File: config.mk
export PLATFORM = sky130hd
export DESIGN_NAME = aes_ctrl
export DESIGN_NICKNAME = d
export VERILOG_FILES = /design/src/rtl/aes_pkg.sv /design/src/rtl/aes_ctrl.sv
export SDC_FILE = /design/constraint.sdc
export NUM_CORES = 1
export LEC_CHECK = 0
export ABC_AREA = 1
export ABC_CLOCK_PERIOD_IN_PS = 1460
export CORE_MARGIN = 2
export CORE_UTILIZATION = 50
export DETAILED_ROUTE_END_ITERATION = 10
export DONT_BUFFER_PORTS = 1
export GPL_ROUTABILITY_DRIVEN = 0
export PLACE_DENSITY_LB_ADDON = 0.12
export SLEW_MARGIN = 25
export SYNTH_ARGS = -nofsm -noshare
export SYNTH_HDL_FRONTEND = slang
export SYNTH_SLANG_ARGS = --single-unit
File: constraint.sdc
create_clock -name clk -period 1.46 [get_ports clk]
set_input_delay 0 -clock clk [delete_from_list [all_inputs] [get_ports clk]]
set_output_delay 0 -clock clk [all_outputs]
set_load 0.005 [all_outputs]
File: src/rtl/aes_pkg.sv
`default_nettype none
package aes_pkg;

  localparam int RoundCountDefault = 10;
  localparam int KeyWordBits = 32;

  localparam logic [0:0] ActEncrypt = 1'b0;
  localparam logic [0:0] ActDecrypt = 1'b1;

  localparam logic [0:0] CfgKeyHigh = 1'b0;
  localparam logic [0:0] CfgKeyLow = 1'b1;

  typedef struct packed {
    logic       load_key;
    logic       key_step;
    logic       load_block;
    logic       round_step;
    logic       last_round;
    logic       first_dec;
    logic       decrypt;
  } aes_cmd_t;

  function automatic logic [7:0] xtime(input logic [7:0] a);
    xtime = {a[6:0], 1'b0} ^ (a[7] ? 8'h1b : 8'h00);
  endfunction

  function automatic logic [7:0] gmul(input logic [7:0] a, input logic [3:0] b);
    logic [7:0] x2;
    logic [7:0] x4;
    logic [7:0] x8;
    x2 = xtime(a);
    x4 = xtime(x2);
    x8 = xtime(x4);
    gmul = (b[0] ? a : 8'h00) ^ (b[1] ? x2 : 8'h00) ^ (b[2] ? x4 : 8'h00)
         ^ (b[3] ? x8 : 8'h00);
  endfunction

  function automatic logic [7:0] sbox(input logic [7:0] x);
    logic [7:0] t [256];
    t = '{
      8'h63,8'h7c,8'h77,8'h7b,8'hf2,8'h6b,8'h6f,8'hc5,8'h30,8'h01,8'h67,8'h2b,8'hfe,8'hd7,8'hab,8'h76,
      8'hca,8'h82,8'hc9,8'h7d,8'hfa,8'h59,8'h47,8'hf0,8'had,8'hd4,8'ha2,8'haf,8'h9c,8'ha4,8'h72,8'hc0,
      8'hb7,8'hfd,8'h93,8'h26,8'h36,8'h3f,8'hf7,8'hcc,8'h34,8'ha5,8'he5,8'hf1,8'h71,8'hd8,8'h31,8'h15,
      8'h04,8'hc7,8'h23,8'hc3,8'h18,8'h96,8'h05,8'h9a,8'h07,8'h12,8'h80,8'he2,8'heb,8'h27,8'hb2,8'h75,
      8'h09,8'h83,8'h2c,8'h1a,8'h1b,8'h6e,8'h5a,8'ha0,8'h52,8'h3b,8'hd6,8'hb3,8'h29,8'he3,8'h2f,8'h84,
      8'h53,8'hd1,8'h00,8'hed,8'h20,8'hfc,8'hb1,8'h5b,8'h6a,8'hcb,8'hbe,8'h39,8'h4a,8'h4c,8'h58,8'hcf,
      8'hd0,8'hef,8'haa,8'hfb,8'h43,8'h4d,8'h33,8'h85,8'h45,8'hf9,8'h02,8'h7f,8'h50,8'h3c,8'h9f,8'ha8,
      8'h51,8'ha3,8'h40,8'h8f,8'h92,8'h9d,8'h38,8'hf5,8'hbc,8'hb6,8'hda,8'h21,8'h10,8'hff,8'hf3,8'hd2,
      8'hcd,8'h0c,8'h13,8'hec,8'h5f,8'h97,8'h44,8'h17,8'hc4,8'ha7,8'h7e,8'h3d,8'h64,8'h5d,8'h19,8'h73,
      8'h60,8'h81,8'h4f,8'hdc,8'h22,8'h2a,8'h90,8'h88,8'h46,8'hee,8'hb8,8'h14,8'hde,8'h5e,8'h0b,8'hdb,
      8'he0,8'h32,8'h3a,8'h0a,8'h49,8'h06,8'h24,8'h5c,8'hc2,8'hd3,8'hac,8'h62,8'h91,8'h95,8'he4,8'h79,
      8'he7,8'hc8,8'h37,8'h6d,8'h8d,8'hd5,8'h4e,8'ha9,8'h6c,8'h56,8'hf4,8'hea,8'h65,8'h7a,8'hae,8'h08,
      8'hba,8'h78,8'h25,8'h2e,8'h1c,8'ha6,8'hb4,8'hc6,8'he8,8'hdd,8'h74,8'h1f,8'h4b,8'hbd,8'h8b,8'h8a,
      8'h70,8'h3e,8'hb5,8'h66,8'h48,8'h03,8'hf6,8'h0e,8'h61,8'h35,8'h57,8'hb9,8'h86,8'hc1,8'h1d,8'h9e,
      8'he1,8'hf8,8'h98,8'h11,8'h69,8'hd9,8'h8e,8'h94,8'h9b,8'h1e,8'h87,8'he9,8'hce,8'h55,8'h28,8'hdf,
      8'h8c,8'ha1,8'h89,8'h0d,8'hbf,8'he6,8'h42,8'h68,8'h41,8'h99,8'h2d,8'h0f,8'hb0,8'h54,8'hbb,8'h16
    };
    sbox = t[x];
  endfunction

  function automatic logic [7:0] inv_sbox(input logic [7:0] x);
    logic [7:0] t [256];
    t = '{
      8'h52,8'h09,8'h6a,8'hd5,8'h30,8'h36,8'ha5,8'h38,8'hbf,8'h40,8'ha3,8'h9e,8'h81,8'hf3,8'hd7,8'hfb,
      8'h7c,8'he3,8'h39,8'h82,8'h9b,8'h2f,8'hff,8'h87,8'h34,8'h8e,8'h43,8'h44,8'hc4,8'hde,8'he9,8'hcb,
      8'h54,8'h7b,8'h94,8'h32,8'ha6,8'hc2,8'h23,8'h3d,8'hee,8'h4c,8'h95,8'h0b,8'h42,8'hfa,8'hc3,8'h4e,
      8'h08,8'h2e,8'ha1,8'h66,8'h28,8'hd9,8'h24,8'hb2,8'h76,8'h5b,8'ha2,8'h49,8'h6d,8'h8b,8'hd1,8'h25,
      8'h72,8'hf8,8'hf6,8'h64,8'h86,8'h68,8'h98,8'h16,8'hd4,8'ha4,8'h5c,8'hcc,8'h5d,8'h65,8'hb6,8'h92,
      8'h6c,8'h70,8'h48,8'h50,8'hfd,8'hed,8'hb9,8'hda,8'h5e,8'h15,8'h46,8'h57,8'ha7,8'h8d,8'h9d,8'h84,
      8'h90,8'hd8,8'hab,8'h00,8'h8c,8'hbc,8'hd3,8'h0a,8'hf7,8'he4,8'h58,8'h05,8'hb8,8'hb3,8'h45,8'h06,
      8'hd0,8'h2c,8'h1e,8'h8f,8'hca,8'h3f,8'h0f,8'h02,8'hc1,8'haf,8'hbd,8'h03,8'h01,8'h13,8'h8a,8'h6b,
      8'h3a,8'h91,8'h11,8'h41,8'h4f,8'h67,8'hdc,8'hea,8'h97,8'hf2,8'hcf,8'hce,8'hf0,8'hb4,8'he6,8'h73,
      8'h96,8'hac,8'h74,8'h22,8'he7,8'had,8'h35,8'h85,8'he2,8'hf9,8'h37,8'he8,8'h1c,8'h75,8'hdf,8'h6e,
      8'h47,8'hf1,8'h1a,8'h71,8'h1d,8'h29,8'hc5,8'h89,8'h6f,8'hb7,8'h62,8'h0e,8'haa,8'h18,8'hbe,8'h1b,
      8'hfc,8'h56,8'h3e,8'h4b,8'hc6,8'hd2,8'h79,8'h20,8'h9a,8'hdb,8'hc0,8'hfe,8'h78,8'hcd,8'h5a,8'hf4,
      8'h1f,8'hdd,8'ha8,8'h33,8'h88,8'h07,8'hc7,8'h31,8'hb1,8'h12,8'h10,8'h59,8'h27,8'h80,8'hec,8'h5f,
      8'h60,8'h51,8'h7f,8'ha9,8'h19,8'hb5,8'h4a,8'h0d,8'h2d,8'he5,8'h7a,8'h9f,8'h93,8'hc9,8'h9c,8'hef,
      8'ha0,8'he0,8'h3b,8'h4d,8'hae,8'h2a,8'hf5,8'hb0,8'hc8,8'heb,8'hbb,8'h3c,8'h83,8'h53,8'h99,8'h61,
      8'h17,8'h2b,8'h04,8'h7e,8'hba,8'h77,8'hd6,8'h26,8'he1,8'h69,8'h14,8'h63,8'h55,8'h21,8'h0c,8'h7d
    };
    inv_sbox = t[x];
  endfunction

endpackage
`default_nettype wire

File: src/rtl/aes_ctrl.sv
`default_nettype none
module aes_ctrl
  import aes_pkg::*;
#(
  parameter int RoundCount = RoundCountDefault
) (
  input  wire logic                            clk,
  input  wire logic                            rst_n,
  input  wire logic                            key_dirty,
  input  wire logic                            in_valid,
  input  wire logic                            in_action,
  output      logic                            in_stall,
  output      logic                            out_valid,
  input  wire logic                            out_stall,
  output      logic                            load_result,
  output      logic                            sched_done,
  output      aes_cmd_t                        cmd,
  output      logic [$clog2(RoundCount+1)-1:0] key_waddr,
  output      logic [$clog2(RoundCount+1)-1:0] key_raddr
);

  localparam int CntW = $clog2(RoundCount + 1);
  localparam logic [CntW-1:0] LastIdx = CntW'(RoundCount);

  localparam logic [2:0] StIdle  = 3'd0;
  localparam logic [2:0] StKey   = 3'd1;
  localparam logic [2:0] StLoad  = 3'd2;
  localparam logic [2:0] StFetch = 3'd3;
  localparam logic [2:0] StFirst = 3'd4;
  localparam logic [2:0] StRound = 3'd5;

  logic [2:0]      state_r, state_nxt;
  logic [CntW-1:0] cnt_r, cnt_nxt;
  logic            dec_r, dec_nxt;
  logic            ov_r, ov_nxt;
  logic            take;
  logic            finish;

  assign take = in_valid && !in_stall;
  assign in_stall = (state_r != StIdle) || (ov_r && out_stall);
  assign out_valid = ov_r;

  // cnt counts processed rounds; read address follows ahead
  always_comb begin
    state_nxt = state_r;
    cnt_nxt = cnt_r;
    dec_nxt = dec_r;
    cmd = '0;
    cmd.decrypt = dec_r;
    key_waddr = cnt_r;
    key_raddr = dec_r ? CntW'(LastIdx - cnt_r) : cnt_r;
    finish = 1'b0;
    sched_done = 1'b0;
    case (state_r)
      StIdle: begin
        if (take) begin
          dec_nxt = in_action;
          cmd.load_block = 1'b1;
          cnt_nxt = '0;
          if (key_dirty) begin
            cmd.load_key = 1'b1;
            key_waddr = '0;
            cnt_nxt = CntW'(1);
            state_nxt = StKey;
          end else begin
            state_nxt = StFetch;
          end
        end
      end
      StKey: begin
        cmd.key_step = 1'b1;
        if (cnt_r == LastIdx) begin
          cnt_nxt = '0;
          sched_done = 1'b1;
          state_nxt = StFetch;
        end else begin
          cnt_nxt = cnt_r + CntW'(1);
        end
      end
      StFetch: begin
        state_nxt = StFirst;
        key_raddr = dec_r ? LastIdx : '0;
        cnt_nxt = CntW'(1);
      end
      StFirst: begin
        cmd.first_dec = 1'b1;
        state_nxt = StRound;
      end
      StRound: begin
        if (cnt_r == LastIdx) begin
          // last round waits while the previous result is still held
          if (!(ov_r && out_stall)) begin
            cmd.round_step = 1'b1;
            cmd.last_round = 1'b1;
            finish = 1'b1;
            state_nxt = StIdle;
          end
        end else begin
          cmd.round_step = 1'b1;
          cnt_nxt = cnt_r + CntW'(1);
        end
      end
      default: begin
        state_nxt = StIdle;
      end
    endcase
    if (state_r == StFirst) begin
      key_raddr = dec_r ? CntW'(LastIdx - CntW'(1)) : CntW'(1);
    end else if (state_r == StRound) begin
      if (cnt_r == LastIdx) begin
        key_raddr = dec_r ? CntW'(LastIdx - cnt_r) : cnt_r;
      end else begin
        key_raddr = dec_r ? CntW'(LastIdx - cnt_r - CntW'(1)) : CntW'(cnt_r + CntW'(1));
      end
    end
  end

  assign load_result = finish;

  always_comb begin
    ov_nxt = ov_r;
    if (ov_r && !out_stall) begin
      ov_nxt = 1'b0;
    end
    if (finish) begin
      ov_nxt = 1'b1;
    end
  end

  always_ff @(posedge clk) begin
    if (!rst_n) begin
      state_r <= StIdle;
      cnt_r <= '0;
      dec_r <= 1'b0;
      ov_r <= 1'b0;
    end else begin
      state_r <= state_nxt;
      cnt_r <= cnt_nxt;
      dec_r <= dec_nxt;
      ov_r <= ov_nxt;
    end
  end

`ifndef SYNTH
  a_busy_stalls: assert property (@(posedge clk) disable iff (!rst_n)
    (state_r != StIdle) |-> in_stall) else $error("input taken while busy");
  a_finish_slot: assert property (@(posedge clk) disable iff (!rst_n)
    finish |-> (!ov_r || !out_stall)) else $error("result overwritten");
  a_finish_idle: assert property (@(posedge clk) disable iff (!rst_n)
    finish |=> (state_r == StIdle && ov_r)) else $error("finish without result");
`endif

endmodule
`default_nettype wire

* Word-level counts from Yosys, hierarchy flattened *
Cells that the tools add are included.

storage, ports and cells
  memory bits (writable) = 0
  memories kept = 0
  output and inout port bits = 19
  memory bits (read-only) = 0
  bits in latches = 0
  register bits after elaboration = 9

operators by class
  shift-type cells = 0
  equality and inequality tests = 10
  divide/modulo/power cells = 0
  add/sub/neg operators = 3
  $lt $le $gt $ge = 0
  multiply operators = 0
  mux-type cells = 40
  bitwise gates (word level) = 0
  reduce and logical (&&, ||, !) cells = 13

operator list
  kind                 count
  $mux 4               14
  $mux 1               17
  $pmux 4 s4           1
  $pmux 3 s5           1
  $mux 3               4
  $ne 2x2->1 const B   5
  $eq 3x3->1 const B   2
  $mux 2               3
  $add 4x1->4 const B  1
  $eq 4x4->1 const B   1
  $reduce_and 4->1     1
  $reduce_bool 4->1    1
  $sub 4x1->4 const B  1
  $sub 4x4->4 const A  1
  $eq 3x1->1 const B   1
  $eq 3x2->1 const B   1
  $logic_and 1x1->1    3
  $logic_not 3->1      1
  $reduce_and 3->1     1
  $reduce_bool 3->1    1
  $logic_not 1->1      2
  $reduce_and 2->1     1
  $reduce_bool 2->1    1
  $logic_or 1x1->1     1

* Depth between registers and ports, before layout *
  depth in word-level cells = 6
  depth in mapped cells = 12
  mapped depth without buffers = 11

* Least setup slack after synthesis *
OpenSTA, ideal clock, no wires.

  kind = register to register
  start point = register cnt_r[0]
  end point = register cnt_r[0]
  arrival = 1417 ps
  clock period less this slack = 1483 ps
  stages on the path, launching flop included = 11
  library setup time = 66 ps
  buffers on the path = 1
  setup slack = -23 ps
  cell sequence = dfxtp_1 -> buf_2 -> inv_1 -> ha_1 -> nand3_4 -> inv_1 -> nand2_4 -> nand2_2 -> nor2_4 -> nand3_2 -> a21oi_2

between the ends
  word-level cells in the longest chain between the ends = 3
  elaborated cells on any way between the ends = 7

RTL lines
  item                                            line             source
  start, declared                                 aes_ctrl.sv:33   logic [CntW-1:0] cnt_r, cnt_nxt;
  start signal, assigned                          aes_ctrl.sv:138  cnt_r <= cnt_nxt;
  $add 4x1->4 or $eq 4x4->1 (tied branches)       --
  $mux 4 (tied with other cells)                  aes_ctrl.sv:90   if (cnt_r == LastIdx) begin
  $pmux 4 s4 or $reduce_and 3->1 (tied branches)  --

Several ways; a longest one is shown, not always the timed one. The select of a mux whose other input is x is not followed.
A chain may end at the register's enable or synchronous reset.

* Worst setup path after layout *
  start point = register state_r[1]
  end point = output key_raddr[3]

between the ends
  word-level cells in the longest chain between the ends = 4
  elaborated cells on any way between the ends = 6

RTL lines
  item                    line             source
  start, declared         aes_ctrl.sv:32   logic [2:0] state_r, state_nxt;
  start signal, assigned  aes_ctrl.sv:132  state_r <= StIdle;
  start signal, assigned  aes_ctrl.sv:137  state_r <= state_nxt;
  $eq 3x2->1              aes_ctrl.sv:54   case (state_r)
  $mux 4                  aes_ctrl.sv:54
  $mux 4                  aes_ctrl.sv:109  end else if (state_r == StRound) begin
  $mux 4 *                aes_ctrl.sv:107  if (state_r == StFirst) begin
  end, declared           aes_ctrl.sv:19   output logic [$clog2(RoundCount+1)-1:0] key_raddr

Every way passes the cells marked *; elsewhere a longest branch is shown, timed or not.

==> impl_results.md <==
- Compound-Gate Fraction of Synth Area: 0.154
- Worst Max-Slew Pin Slew: around 260 ps
- Failing checks: negative setup slack
- Setup crit start kind: flop
- FF+latch count, synth: 9
- Total power: 2.25 mW
- Number of H-tree levels: 1
- CP required: approximately 1500 ps
- Worst Skew: 9.83 ps
- Ant diodes: 0
- Final Slew Violations: 0
- Largest family of logic cells by synthesized area: simple AND/OR/NAND/NOR gates
- Layout Cells excl Fill: between 150 and 200
- CTS tree: yes
- R2r startpoint: state_r[2]$_SDFFE_PN0P_
- Crit path kind: flop to output port
- Total GRT Usage: 0.230
- Die H: approximately 47 um
- DRT Pass-1 Iters: 4
- # placed instances: 177
- Total core area: 1750 um^2
- Via count: around 1k
- Gr ovfl total: 0
- Area Growth Syn to Fin: 27.5%
- Mapped Nets: 160
- Net count, final: about 180
- Place WS: approximately 83 ps
- Post-DP HPWL: between 1500 and 2000 um
- First-pass GRT wire length: between 3000 and 4000 um
- Synth Cell Area: approximately 940 um^2
- WHS Path Cells: 3
- Fmax: ~660 MHz
- Min Tclk post-route: roughly 1500 ps
- Synth Area in Adders: 0.0398
- # DRC: 0
- Routed WL: about 2600 um
- Post-route setup TNS: -67.6 ps
- Period utilisation layout: 1.03
- Layout cells sized above 1: 0.364
- Hold endpoint: state_r[1]$_SDFFE_PN0P_
- Crit path cell chain: inv_2 -> nand2_4 -> inv_1 -> nand2_1 -> nor2_1 -> nand3_1 -> nand2_1 -> inv_1 -> nand2_1 -> nor2_1 -> nor2_1
- R2r worst-path depth: 8
- Clk sinks: 9
- Final worst slack: -49.8 ps
- Final setup fails: 2
- Vias in the first global route: 829
- Vias per cell: around 5.4
- Met3 usage: 0.0415
- PD cells: between 1500 and 2000 nW/um^2
- Post-synthesis mux area share: 0
- Top FF cell, synth: dfxtp_1
- Fill cells: 148
- Final ANT Viol Nets: 0
- # IOs: 25
- Cells after synthesis: 151
- XOR/XNOR share of the synthesized area: 0.00928
- Die area: around 2300 um^2
- Worst reg2reg endpoint: cnt_r[3]$_SDFFE_PN0P_
- Hold Crit Class: primary input to flop
- Num rows: 15
- Mapped Avg Cell Area: approximately 6.2 um^2
- Delay of the slowest critical-path stage: 450 ps
- Setup repair after global routing missed its margin: true
- Synth unique cells: 28
- Clock tree buffer depth: 2
- Clock root cell: clkbuf_4
- FFs w/ async S/R, synth: 0
- Initial antenna violation count: 0
- M1 GR Usage: 0.320
- Clock latency at the later pin of the worst-skew pair: 270 ps
- Slew Limit Headroom: 0.823
- Sequential fraction of the synthesis area: 0.191
- R2R Setup Slk: 90 ps
- Clock slew at reported path FFs: around 70 ps
- GRT busiest layer: met2
- Drt initial violations: 21
- Max cap viols: 0
- DIE WIDTH: 47.4 um
- Crit-path max FO: 7
- VDD IR-drop max: approximately 1.4 mV
- Post-synth EDFFs: 0
- Critical path's slowest cell: dfxtp_1
- Crit end category: output port
- Hold path start: key_dirty
- Ys Warns: 0
- Port Buffers: 0
- Simple-gate area share of the yosys netlist: 0.481
- Initial Util: 0.541
- Outcome: complete, but fails checks
- Inserted Clock Buffers: 3
- Fin. Hold Viols: 0
- Avg WL per Cell: between 10 and 15 um
- Largest net degree at the start of global routing: 9
- Static Leak: 0.560 nW
- Worst Path Arrival: approximately 1500 ps
- Met2 Resource Use GR: 0.370
layer usage:
| layer | share of wire | wire length (um) | vias to the layer above |
|---|---|---|---|
| li1 | - | - | 512 |
| met1 | 0.44 | 1140 | 473 |
| met2 | 0.50 | 1290 | 28 |
| met3 | 0.048 | 123 | 5 |
| met4 | 0.0074 | 19 | 0 |
| met5 | 0 | 0 | - |
where the power goes:
part	switching [mW]	internal, mW
registers	0.130	0.333
logic	0.967	0.620
clock network	0.0922	0.105
total	1.19	1.06
state kept, by name, summed over array words and instances, names as in the netlist:
register / flops
cnt_r: 4
dec_r: 1
out_valid: 1
state_r: 3
synth_stat cells (all sizes together), types with 3 or more instances:
cell type	count	area, um^2
dfxtp	9	180
ha	3	37.5
buf	4	31.3
o21ai	10	50.0
nand2	37	171
nand3	15	113
nor3	3	26.3
a21oi	12	67.6
inv	22	82.6
nor2	30	138
critical path: cells and delay by family (launching register included):
family                 cells  cell delay [ps]
AND/OR/NAND/NOR            8              620
flip-flops                 1              450
buffers and inverters      3              190
area by class of cell:
cell class,instances,area (um^2),share of cell area
Clock buffer,4,26.3,0.0219
Inverter,22,82.6,0.0687
Multi-Input combinational cell,115,737,0.613
Sequential cell,9,191,0.159
Tap cell,25,31.3,0.0260
Timing Repair Buffer,15,134,0.111
cells in the final DEF (no fill, tap or decap), drive strengths merged:
cell type    synthesis  layout
o221ai               1       1
a211oi               1       1
ha                   3       3
clkbuf               1       4
a21oi               12      12
nor2                30      30
xor2                 1       1
a31oi                1       1
dlygate4sd3          0       4
dfxtp                9       9
inv                 22      22
nand3               15      15
nand4                1       1
o21ai               10      10
nand2               37      37
buf                  4      11
nor3                 3       3
logic make-up after synthesis:
| family | after synthesis |
|---|---|
| AOI/OAI and AO/OA | 25 |
| xor gates and xnor gates | 1 |
| adders and majority gates | 3 |
| buffers and inverters | 27 |
| DFF | 9 |
| and+or+nand+nor | 86 |
per-stage QoR:
step	hold slack [ps]	util	area [um^2]
2_1_floorplan	97.6	-	946
3_3_place_gp	102	0.564	985
3_5_place_dp	106	0.564	985
4_1_cts	14.6	0.646	1130
5_1_grt	79.6	0.689	1200
6_report	36.8	0.689	1200
timing repair:
item	in CTS	in global routing
hold endpoints to repair	8	0
hold buffers	4	0
buffers inserted	2	3
resized for setup	19	14
pin swaps	5	5
endpoints found under the setup margin	7	10
worst max path at each step:
stage                                  from                 endpoint  slack (ps)  depth (start not counted)
floorplan             cnt_r[0]$_SDFFE_PN0P_    cnt_r[0]$_SDFFE_PN0P_          10                         10
global placement    state_r[2]$_SDFFE_PN0P_    cnt_r[3]$_SDFFE_PN0P_         120                          8
detailed placement    cnt_r[0]$_SDFFE_PN0P_  state_r[2]$_SDFFE_PN0P_          80                          9
CTS                   cnt_r[1]$_SDFFE_PN0P_             key_raddr[3]         -60                         12
global route          cnt_r[0]$_SDFFE_PN0P_             key_raddr[3]        -150                         10
finish              state_r[1]$_SDFFE_PN0P_             key_raddr[3]         -50                         11
Note: power is estimated with default switching activity, not from simulation.
